==> src/design/rrdf_pkg.sv <==
// types, constants and state codes for the duplicate request filter
// no dependencies; imported by the interfaces, the entry cell and the top level
package rrdf_pkg;

   localparam int DEPTH_DEF  = 10;
   localparam int SEQ_W      = 32;
   localparam int ADDR_W     = 32;
   localparam int IFACE_W    = 8;
   localparam int DUP_W      = 16;
   localparam logic [DUP_W-1:0] DUP_MAX = {DUP_W{1'b1}};

   typedef struct packed {
      logic [SEQ_W-1:0]   low;
      logic [SEQ_W-1:0]   high;
      logic [ADDR_W-1:0]  addr;
      logic [IFACE_W-1:0] iface;
   } entry_type;

   typedef struct packed {
      logic cmp;
      logic shift;
      logic bump;
   } ctl_type;

   typedef enum logic [1:0] {
      ST_IDLE,
      ST_CMP,
      ST_UPD
   } state_type;

endpackage

==> src/design/rrdf_req_if.sv <==
// request channel: valid/ready handshake with the four request keys
// depends on rrdf_pkg for field widths
interface rrdf_req_if;
   import rrdf_pkg::*;

   logic                      valid;
   logic                      ready;
   logic [SEQ_W-1:0]          range_low;
   logic [SEQ_W-1:0]          range_high;
   logic [ADDR_W-1:0]         turn_addr;
   logic signed [IFACE_W-1:0] turn_iface;

   modport source (output valid, range_low, range_high, turn_addr, turn_iface, input ready);
   modport sink   (input valid, range_low, range_high, turn_addr, turn_iface, output ready);
endinterface

==> src/design/rrdf_rsp_if.sv <==
// result channel: valid/ready handshake with new flag and duplicate counts
// depends on rrdf_pkg for field widths
interface rrdf_rsp_if;
   import rrdf_pkg::*;

   logic             valid;
   logic             ready;
   logic             is_new;
   logic [DUP_W-1:0] match_dup_count;
   logic [DUP_W-1:0] max_dup_count;

   modport source (output valid, is_new, match_dup_count, max_dup_count, input ready);
   modport sink   (input valid, is_new, match_dup_count, max_dup_count, output ready);
endinterface

==> src/design/rrdf_cell.sv <==
// one table slot: holds an entry, compares it with the request, shifts to its neighbor
// depends on rrdf_pkg
module rrdf_cell (
   input  logic                    clock,
   input  logic                    reset,
   input  rrdf_pkg::ctl_type       ctl,
   input  rrdf_pkg::entry_type     req_key,
   input  rrdf_pkg::entry_type     prev_key,
   input  logic [15:0]             prev_dups,
   input  logic                    prev_valid,
   output rrdf_pkg::entry_type     key_out,
   output logic [15:0]             dups_out,
   output logic                    valid_out,
   output logic                    hit,
   output logic [15:0]             hit_dups
);
   import rrdf_pkg::*;

   entry_type        key_ff;
   logic [DUP_W-1:0] dups_ff;
   logic             valid_ff;
   logic             hit_ff;
   logic             hit_in;
   logic [DUP_W-1:0] inc_ff;
   logic [DUP_W-1:0] inc_in;

   assign hit_in = valid_ff && (key_ff == req_key);
   assign inc_in = (dups_ff == DUP_MAX) ? DUP_MAX : dups_ff + 1'b1;

   always_ff @(posedge clock) begin
      if (reset) begin
         valid_ff <= 1'b0;
         hit_ff   <= 1'b0;
      end else begin
         if (ctl.cmp) begin
            hit_ff <= hit_in;
         end
         if (ctl.shift) begin
            valid_ff <= prev_valid;
         end
      end
   end

   always_ff @(posedge clock) begin
      if (ctl.cmp) begin
         inc_ff <= inc_in;
      end
      if (ctl.shift) begin
         key_ff  <= prev_key;
         dups_ff <= prev_dups;
      end else if (ctl.bump && hit_ff) begin
         dups_ff <= inc_ff;
      end
   end

   assign key_out   = key_ff;
   assign dups_out  = dups_ff;
   assign valid_out = valid_ff;
   assign hit       = hit_ff;
   assign hit_dups  = inc_ff;

endmodule

==> src/design/repair_request_duplicate_filter_unit.sv <==
// duplicate repair request filter: top level with sequencer and result register
// depends on rrdf_pkg, rrdf_req_if, rrdf_rsp_if and rrdf_cell
//
// req: one repair request per transfer (range low/high, turning address, interface)
// rsp: one result per request: new flag, duplicate count of the matched slot after
//      the increment (0 when new) and the peak duplicate count so far
// the table is a row of DEPTH cells, newest in cell 0; a miss shifts the row by one
// cell and drops the oldest, a hit bumps the matching cell's saturating count
// a taken request is compared in ST_CMP and committed in ST_UPD, raising rsp valid
// a request is taken only in ST_IDLE; the compare and commit steps over the
// cell row are the pacing path, each request waits for the previous commit
// a finished result sits in the output register while the next request is taken;
// if rsp is stalled, a request waiting to commit holds until the result drains
// reset (synchronous, active high) empties the table, zeroes the peak count and
// clears rsp valid
module repair_request_duplicate_filter_unit #(
   parameter int DEPTH = rrdf_pkg::DEPTH_DEF
) (
   input logic        clock,
   input logic        reset,
   rrdf_req_if.sink   req,
   rrdf_rsp_if.source rsp
);
   import rrdf_pkg::*;

   state_type        state_ff;
   state_type        state_in;
   entry_type        req_key_ff;
   entry_type        req_key_in;
   ctl_type          ctl;
   logic             take;
   logic             commit;
   logic [DUP_W-1:0] peak_ff;
   logic [DUP_W-1:0] peak_in;
   logic             rsp_valid_ff;
   logic             rsp_new_ff;
   logic [DUP_W-1:0] rsp_cnt_ff;
   logic             any_hit;
   logic [DUP_W-1:0] hit_cnt;

   entry_type        key_a   [DEPTH];
   logic [DUP_W-1:0] dups_a  [DEPTH];
   logic [DEPTH-1:0] valid_a;
   logic [DEPTH-1:0] hit_a;
   logic [DUP_W-1:0] hcnt_a  [DEPTH];

   assign req_key_in.low   = req.range_low;
   assign req_key_in.high  = req.range_high;
   assign req_key_in.addr  = req.turn_addr;
   assign req_key_in.iface = $unsigned(req.turn_iface);

   // next state
   always_comb begin
      state_in = state_ff;
      case (state_ff)
         ST_IDLE: if (req.valid) state_in = ST_CMP;
         ST_CMP:  state_in = ST_UPD;
         ST_UPD:  if (!rsp_valid_ff || rsp.ready) state_in = ST_IDLE;
         default: state_in = ST_IDLE;
      endcase
   end

   // outputs of the sequencer
   always_comb begin
      take      = 1'b0;
      commit    = 1'b0;
      ctl.cmp   = 1'b0;
      ctl.shift = 1'b0;
      ctl.bump  = 1'b0;
      case (state_ff)
         ST_IDLE: take = req.valid;
         ST_CMP:  ctl.cmp = 1'b1;
         ST_UPD: begin
            commit    = !rsp_valid_ff || rsp.ready;
            ctl.shift = commit && !any_hit;
            ctl.bump  = commit && any_hit;
         end
         default: take = 1'b0;
      endcase
   end

   assign req.ready = (state_ff == ST_IDLE);

   // hit collect, at most one cell hits
   always_comb begin
      any_hit = 1'b0;
      hit_cnt = '0;
      for (int k = 0; k < DEPTH; k++) begin
         any_hit = any_hit | hit_a[k];
         hit_cnt = hit_cnt | (hit_a[k] ? hcnt_a[k] : '0);
      end
   end

   assign peak_in = (any_hit && (hit_cnt > peak_ff)) ? hit_cnt : peak_ff;

   genvar g;
   generate
      for (g = 0; g < DEPTH; g++) begin : g_cell
         if (g == 0) begin : g_head
            rrdf_cell u_cell (
               .clock      (clock),
               .reset      (reset),
               .ctl        (ctl),
               .req_key    (req_key_ff),
               .prev_key   (req_key_ff),
               .prev_dups  ('0),
               .prev_valid (1'b1),
               .key_out    (key_a[g]),
               .dups_out   (dups_a[g]),
               .valid_out  (valid_a[g]),
               .hit        (hit_a[g]),
               .hit_dups   (hcnt_a[g])
            );
         end else begin : g_body
            rrdf_cell u_cell (
               .clock      (clock),
               .reset      (reset),
               .ctl        (ctl),
               .req_key    (req_key_ff),
               .prev_key   (key_a[g-1]),
               .prev_dups  (dups_a[g-1]),
               .prev_valid (valid_a[g-1]),
               .key_out    (key_a[g]),
               .dups_out   (dups_a[g]),
               .valid_out  (valid_a[g]),
               .hit        (hit_a[g]),
               .hit_dups   (hcnt_a[g])
            );
         end
      end
   endgenerate

   always_ff @(posedge clock) begin
      if (reset) begin
         state_ff     <= ST_IDLE;
         peak_ff      <= '0;
         rsp_valid_ff <= 1'b0;
      end else begin
         state_ff <= state_in;
         if (commit) begin
            peak_ff      <= peak_in;
            rsp_valid_ff <= 1'b1;
         end else if (rsp.ready) begin
            rsp_valid_ff <= 1'b0;
         end
      end
   end

   always_ff @(posedge clock) begin
      if (take) begin
         req_key_ff <= req_key_in;
      end
      if (commit) begin
         rsp_new_ff <= !any_hit;
         rsp_cnt_ff <= any_hit ? hit_cnt : '0;
      end
   end

   assign rsp.valid           = rsp_valid_ff;
   assign rsp.is_new          = rsp_new_ff;
   assign rsp.match_dup_count = rsp_cnt_ff;
   assign rsp.max_dup_count   = peak_ff;

   a_one_hit: assert property (@(posedge clock) disable iff (reset)
      (state_ff == ST_UPD) |-> $onehot0(hit_a))
      else $error("more than one cell matched the request");

   a_fill_order: assert property (@(posedge clock) disable iff (reset)
      ((valid_a >> 1) & ~valid_a) == '0)
      else $error("table slots not filled from the head");

   a_peak_rises: assert property (@(posedge clock) disable iff (reset)
      (state_ff == ST_UPD) |=> (peak_ff >= $past(peak_ff)))
      else $error("peak duplicate count decreased");

   a_dup_count: assert property (@(posedge clock) disable iff (reset)
      (rsp_valid_ff && !rsp_new_ff) |-> (rsp_cnt_ff != '0 && rsp_cnt_ff <= peak_ff))
      else $error("duplicate result with bad count");

   a_rsp_source: assert property (@(posedge clock) disable iff (reset)
      $rose(rsp_valid_ff) |-> $past(state_ff == ST_UPD))
      else $error("result raised outside commit");

endmodule

==> src/flat_wrapper.sv <==
// flat-port wrapper written by rule: the top's interface ports become plain ports
module repair_request_duplicate_filter_unit_flat import rrdf_pkg::*;
#(
   parameter int DEPTH = rrdf_pkg::DEPTH_DEF
)
  (clock, reset, req_valid, req_range_low, req_range_high, req_turn_addr, req_turn_iface, req_ready, rsp_valid, rsp_is_new, rsp_match_dup_count, rsp_max_dup_count, rsp_ready);
  rrdf_req_if req_i ();
  rrdf_rsp_if rsp_i ();
  input logic clock;
  input logic reset;
  input wire logic [$bits(req_i.valid)-1:0] req_valid;
  input wire logic [$bits(req_i.range_low)-1:0] req_range_low;
  input wire logic [$bits(req_i.range_high)-1:0] req_range_high;
  input wire logic [$bits(req_i.turn_addr)-1:0] req_turn_addr;
  input wire logic [$bits(req_i.turn_iface)-1:0] req_turn_iface;
  output wire logic [$bits(req_i.ready)-1:0] req_ready;
  output wire logic [$bits(rsp_i.valid)-1:0] rsp_valid;
  output wire logic [$bits(rsp_i.is_new)-1:0] rsp_is_new;
  output wire logic [$bits(rsp_i.match_dup_count)-1:0] rsp_match_dup_count;
  output wire logic [$bits(rsp_i.max_dup_count)-1:0] rsp_max_dup_count;
  input wire logic [$bits(rsp_i.ready)-1:0] rsp_ready;
  assign req_i.valid = req_valid;
  assign req_i.range_low = req_range_low;
  assign req_i.range_high = req_range_high;
  assign req_i.turn_addr = req_turn_addr;
  assign req_i.turn_iface = req_turn_iface;
  assign req_ready = req_i.ready;
  assign rsp_valid = rsp_i.valid;
  assign rsp_is_new = rsp_i.is_new;
  assign rsp_match_dup_count = rsp_i.match_dup_count;
  assign rsp_max_dup_count = rsp_i.max_dup_count;
  assign rsp_i.ready = rsp_ready;
  repair_request_duplicate_filter_unit #(.DEPTH(DEPTH)) u_core (.clock(clock), .reset(reset), .req(req_i), .rsp(rsp_i));
endmodule
==> config.mk <==
export PLATFORM = sky130hd
export DESIGN_NAME = repair_request_duplicate_filter_unit_flat
export DESIGN_NICKNAME = d
export VERILOG_FILES = /design/src/design/rrdf_pkg.sv /design/src/design/rrdf_req_if.sv /design/src/design/rrdf_rsp_if.sv /design/src/design/rrdf_cell.sv /design/src/design/repair_request_duplicate_filter_unit.sv /design/src/flat_wrapper.sv
export SDC_FILE = /design/constraint.sdc
export NUM_CORES = 2
export LEC_CHECK = 0
export ABC_CLOCK_PERIOD_IN_PS = 26500
export BUFFER_PORTS_ARGS = -buffer_cell sky130_fd_sc_hd__buf_2
export CORE_ASPECT_RATIO = 1.5
export CORE_MARGIN = 8
export CORE_UTILIZATION = 26
export DETAILED_ROUTE_END_ITERATION = 8
export PLACE_DENSITY_LB_ADDON = 0.3
export SLEW_MARGIN = 25
export SYNTH_ARGS = -nofsm -noshare
export SYNTH_HDL_FRONTEND = slang
export SYNTH_SLANG_ARGS = --single-unit
==> constraint.sdc <==
create_clock -name clock -period 26.5 [get_ports clock]
set_input_delay 2.65 -clock clock [delete_from_list [all_inputs] [get_ports clock]]
set_output_delay 2.65 -clock clock [all_outputs]
set_load 0.05 [all_outputs]
# After elaboration in Yosys (flattened, before gate mapping)
# Cells that the tools add are included.
# Widths: inputs -> output; s select.
# word_totals
regBits	1520
latch_bits	0
ramBits	0
romBits	0
in_bits	108
output_inout_bits	35
word_cells	218
memories	0
# classes
n_addsub	10
mul	0
n_div	0
n_lt_le_gt_ge	1
eq_ne	24
shift	0
mux	37
bitwise_logic	18
n_reduce_logical	39
# op_table
op	n
$eq 104x104->1	10
$mux 16	28
$add 16x1->16 const B	10
$eq 16x16->1 const B	10
$or 16x16->16	9
$logic_and 1x1->1	23
$reduce_bool 2->1	10
$gt 16x16->1	1
$or 1x1->1	9
$mux 2	3
$pmux 2 s3	1
$mux 1	5
$reduce_and 2->1	2
$eq 2x1->1 const B	1
$eq 2x2->1 const B	1
$logic_not 1->1	2
$logic_not 2->1	1
$ne 2x1->1 const B	1
$ne 2x2->1 const B	1
$logic_or 1x1->1	1

# Logic depth before layout (Yosys ltp)
# logic_depth
ltp_word	15
ltp_mapped	13
ltp_nobuf	11

# Hierarchy
# Synthesis repeated with hierarchy kept, for this count alone.
# hier_totals
cells_unflattened	4232
area_unflattened_um2	64893.5
# by_module_without_submodules
mod	instances	cells_per_inst	area_per_inst_um2	seq_area_each_um2
rrdf_cell	10	383	5904.4	4124.0
repair_request_duplicate_filter_unit	1	402	5849.4	4013.8

# Worst setup path before layout
# OpenSTA, ideal clock, no wires.
# synth_path
kind	input-to-reg
startpoint	input port rsp_ready
endpoint	register u_core.g_cell[0].g_head.u_cell.key_ff, in the netlist u_core.g_cell[0].g_head.u_cell.key_out[0] (enable)
setup_ns	0.961
t_arrival_ns	15.224
t_required_ns	25.539
setup_slack_ns	10.315
path_stages	6
n_path_buf	2
path_cell_list	nor2b_1 -> nor2_1 -> nand2_1 -> inv_2 -> buf_2 -> buf_2
# synth_lines
item	line	text
start: declaration	flat_wrapper.sv:21	input wire logic [$bits(rsp_i.ready)-1:0] rsp_ready;
end signal: assignment	rrdf_cell.sv:49	key_ff <= prev_key;
end: declaration	rrdf_cell.sv:19	entry_type key_ff;

# Worst setup path after layout
# layout_path
startpoint	input port rsp_ready
endpoint	register u_core.g_cell[1].g_body.u_cell.key_ff, in the netlist u_core.g_cell[1].g_body.u_cell.key_out[90] (enable)
# layout_between
elab_chain_cells	3
# layout_lines
item	line	text
$logic_or 1x1->1	repair_request_duplicate_filter_unit.sv:74	commit = !rsp_valid_ff || rsp.ready;
$logic_and 1x1->1	repair_request_duplicate_filter_unit.sv:75	ctl.shift = commit && !any_hit;
$mux 2	repair_request_duplicate_filter_unit.sv:70	case (state_ff)
end signal: assignment	rrdf_cell.sv:49	
end: declaration	rrdf_cell.sv:19	
# No other way between the ends.
# A chain may end at the register's enable or synchronous reset.

==> results.py <==
metrics = {
    "status": {
        "outcome": "complete, no violations",
    },
    "sta": {
        "finalCritPeriodShare": 0.226,
        "drv_slew": 0,
        "setup_viol": 0,
        "clock_skew_ns": 0.0756,
        "grt_setup_unrepaired": "no",
        "finalHoldViolations": 0,
        "whs_ns": 0.451,
        "tightest_slew_ns": 1.20,
        "relSlewSlack": 0.194,
        "clock.fmax_ghz": 0.167,
        "fin_crit_ns": 6.00,
        "setup_tns_ns": 0,
        "worst_slack_ns": 20.50,
    },
    "clock_network": {
        "cts_resized": 0,
        "cts_tree": "done",
        "numCtsBuffers": 161,
        "clockBufferDepth": 3,
        "htreeDepth": 4,
        "cts_hold_buf": 0,
        "clkTransAtPathRegs_ns": 0.07,
        "clock_tree.root_cell": "clkbuf_16",
        "post_cts_buffers": 0,
        "insertion_delay_ns": 0.87,
        "cts_sinks": 1520,
    },
    "yosys": {
        "yosys.area_share.xor_xnor": 0.147,
        "synth.top_cell.area_share": 0.686,
        "ys_seq_area_frac": 0.703,
        "synthAdderAreaFrac": 0.00507,
        "synth_top_family_by_area": "XOR/XNOR gates",
        "synthSimpleGateAreaFrac": 0.0951,
        "synth_area_leaders": "edfxtp_1 (69%), xnor2_1 (9.0%), xor2_1 (5.7%), nand2_1 (3.5%), nand4_1 (2.3%)",
        "syn_inst": 4412,
        "synth.area.mux_share": 0.00378,
        "syn_nets": 4546,
        "ys_types": 54,
        "synth_commonest_cells": "edfxtp_1 (1,465), xnor2_1 (662), nand2_1 (605)",
        "synth_top_area_cell": "edfxtp_1",
        "ys_ff_latch": 1520,
        "syn-mean-instance-area_um2": 14.5,
        "synthArstFlopShare": 0,
        "synth_compound_area_frac": 0.0298,
        "synth_warnings": 0,
        "netlist_area_um2": 64200,
        "synth_most_common_cell": "edfxtp_1",
        "synth_edf_count": 1465,
        "synth_top_flop_cell": "edfxtp_1",
    },
    "setup_path": {
        "crit_top_cell": "buf_4",
        "crit_arrival_ns": 6.45,
        "crit_slowest_cell": "buf_4",
        "path_cells": "buf_2 -> nor2b_1 -> nor2_2 -> nand2_4 -> inv_8 -> buf_4 -> buf_4 -> buf_4",
        "criticalPathCategory": "in -> reg",
        "cp_max_fo": 112,
        "cp_slowest_stage_delay_ns": 0.88,
        "reg2reg_from": "u_core.g_cell[5].g_body.u_cell.hit",
        "crit_required_ns": 26.95,
        "start_kind": "primary input",
        "cp.depth": 8,
        "regToRegSetupSlack_ns": 21.10,
        "crit_family": "buffers and inverters",
        "end_kind": "register",
        "timing.rr.end": "u_core.g_cell[1].g_body.u_cell.key_out[90]",
        "cp.buffers_inverters": 5,
        "rr_worst_depth": 9,
    },
    "pwr": {
        "switching_share": 0.249,
        "cellLeakagePower_uw": 0.0244,
        "switchingPower_uw": 1340,
        "ir_worst_vdd_v": 0.0000685,
        "p_total_uw": 5390,
        "combPwrFrac": 0.070,
        "p_per_area_nw_per_um2": 72.2,
        "seq_power_share": 0.513,
        "clkPwrFrac": 0.418,
        "internal_power_uw": 4050,
    },
    "detailed_routing": {
        "ant_nets": 0,
        "drt_iter0_markers": 3094,
        "wl_per_cell_um": 28.6,
        "drt_wl_total_um": 230000,
        "drc": 0,
        "vias_per_cell": 4.54,
        "vias": 36600,
        "drtPass1Iterations": 5,
    },
    "min_path": {
        "min_path_type": "reg -> reg",
        "min_from": "u_core.g_cell[1].g_body.u_cell.key_out[32]",
        "min_to": "u_core.g_cell[2].g_body.u_cell.key_out[32]",
        "holdPathStages": 0,
    },
    "grt": {
        "grt_pass1_vias": 38000,
        "antenna_found_initial": 12,
        "grt_pass1_wl_um": 310000,
        "grt_max_degree": 204,
        "grt_overflow": 0,
        "globalRouteTotalUtil": 0.170,
    },
    "placement": {
        "gp_congestion": 1.06,
        "portBuffers": 142,
        "dp.final_hpwl_um": 179000,
        "pre_cts_ws_ns": 19.68,
    },
    "floorplan": {
        "core_area_um2": 246000,
        "start_util": 0.261,
        "chipHeight_um": 624,
        "rows": 223,
        "ios": 143,
        "die_x_um": 422,
        "dieArea_um2": 263000,
    },
    "layout": {
        "final_util": 0.304,
        "drive_gt1_frac": 0.117,
        "fin_nets": 4793,
        "area_delta_synth_final_pct": 16.4,
    },
    "run": {
        "cap_violations": 0,
    },
}
==> through the flow <==
stage          instances  area [um2]
3_3_place_gp        7754       69100
2_1_floorplan       4412       64200
6_report            8059       74700
5_1_grt             8057       74700
3_5_place_dp        7754       69200
4_1_cts             8052       74500
==> power groups by stage <==
stage                     clock, uW  combinational, uW  sequential [uW]
final                          2250                375             2760
after detailed placement          0                374             2810
after global routing           2380                386             2770
after CTS                      2290                375             2760
after floorplan                   0                192             2820
after global placement            0                371             2810
==> flip-flops by register name (all words and copies together) (netlist names) <==
name / flops
u_core.g_cell.g_head.u_cell.key_out: 104
u_core.rsp.valid: 1
u_core.g_cell.g_body.u_cell.key_out: 936
u_core.req_key_ff: 104
u_core.state_ff: 2
u_core.g_cell.g_body.u_cell.dups_out: 144
u_core.rsp.is_new: 1
u_core.g_cell.g_head.u_cell.dups_out: 16
u_core.g_cell.g_body.u_cell.hit_dups: 144
u_core.g_cell.g_head.u_cell.valid_out: 1
u_core.rsp.max_dup_count: 16
u_core.rsp.match_dup_count: 16
u_core.g_cell.g_body.u_cell.valid_out: 9
u_core.g_cell.g_head.u_cell.hit_dups: 16
u_core.g_cell.g_body.u_cell.hit: 9
u_core.g_cell.g_head.u_cell.hit: 1
==> layout make-up <==
class / count / area [um2]
Multi-Input combinational cell: 2650 / 18300
Inverter: 58 / 230
Clock buffer: 204 / 4270
Fill cell: 24500 / 171000
Sequential cell: 1520 / 45100
Antenna cell: 3 / 7.51
Clock inverter: 94 / 985
Tap cell: 3262 / 4080
Timing Repair Buffer: 268 / 1740
==> layer usage <==
layer,GRT usage,wire length (um)
met2,0.305,117000
met4,0.175,30300
met5,0,13
met3,0.0230,7660
met1,0.162,75300
==> cell families after synthesis <==
| kind of cell | count (synthesis) |
|---|---|
| DFF | 1520 |
| and+or+nand+nor | 1254 |
| xor gates and xnor gates | 1079 |
| AOI/OAI and AO/OA | 268 |
| buffers and inverters | 242 |
| adders and majority gates | 26 |
| muxes | 23 |
==> cells in the final DEF (no fill, tap or decap), drive strengths merged, types with 12 or more instances in the layout <==
cell type and n:
a22oi 48, ha 26, buf 268, clkbuf 204, dfxtp 55, nor4 138
o22ai 12, a22o 24, inv 59, xor2 417, or3 24, nor2 70
edfxtp 1465, xnor2 662, mux2i 13, a31oi 15, and3 49, clkinv 79
o21ai 50, nand3 77, a21oi 45, a221oi 20, nand2 605, a211oi 16
nand4 232, nor2b 13, nand2b 14
==> worst max path at each step <==
stage | startpoint | end | slack (ns)
detailed placement | rsp_ready | u_core.g_cell[0].g_head.u_cell.key_out[84] | 19.68
global route | rsp_ready | u_core.g_cell[4].g_body.u_cell.key_out[54] | 20.27
global placement | rsp_ready | u_core.g_cell[0].g_head.u_cell.key_out[84] | 19.74
finish | rsp_ready | u_core.g_cell[1].g_body.u_cell.key_out[90] | 20.50
floorplan | rsp_ready | u_core.g_cell[0].g_head.u_cell.key_out[0] | 10.32
CTS | rsp_ready | u_core.g_cell[4].g_body.u_cell.key_out[69] | 20.56
Note: power is estimated with default switching activity, not from simulation.
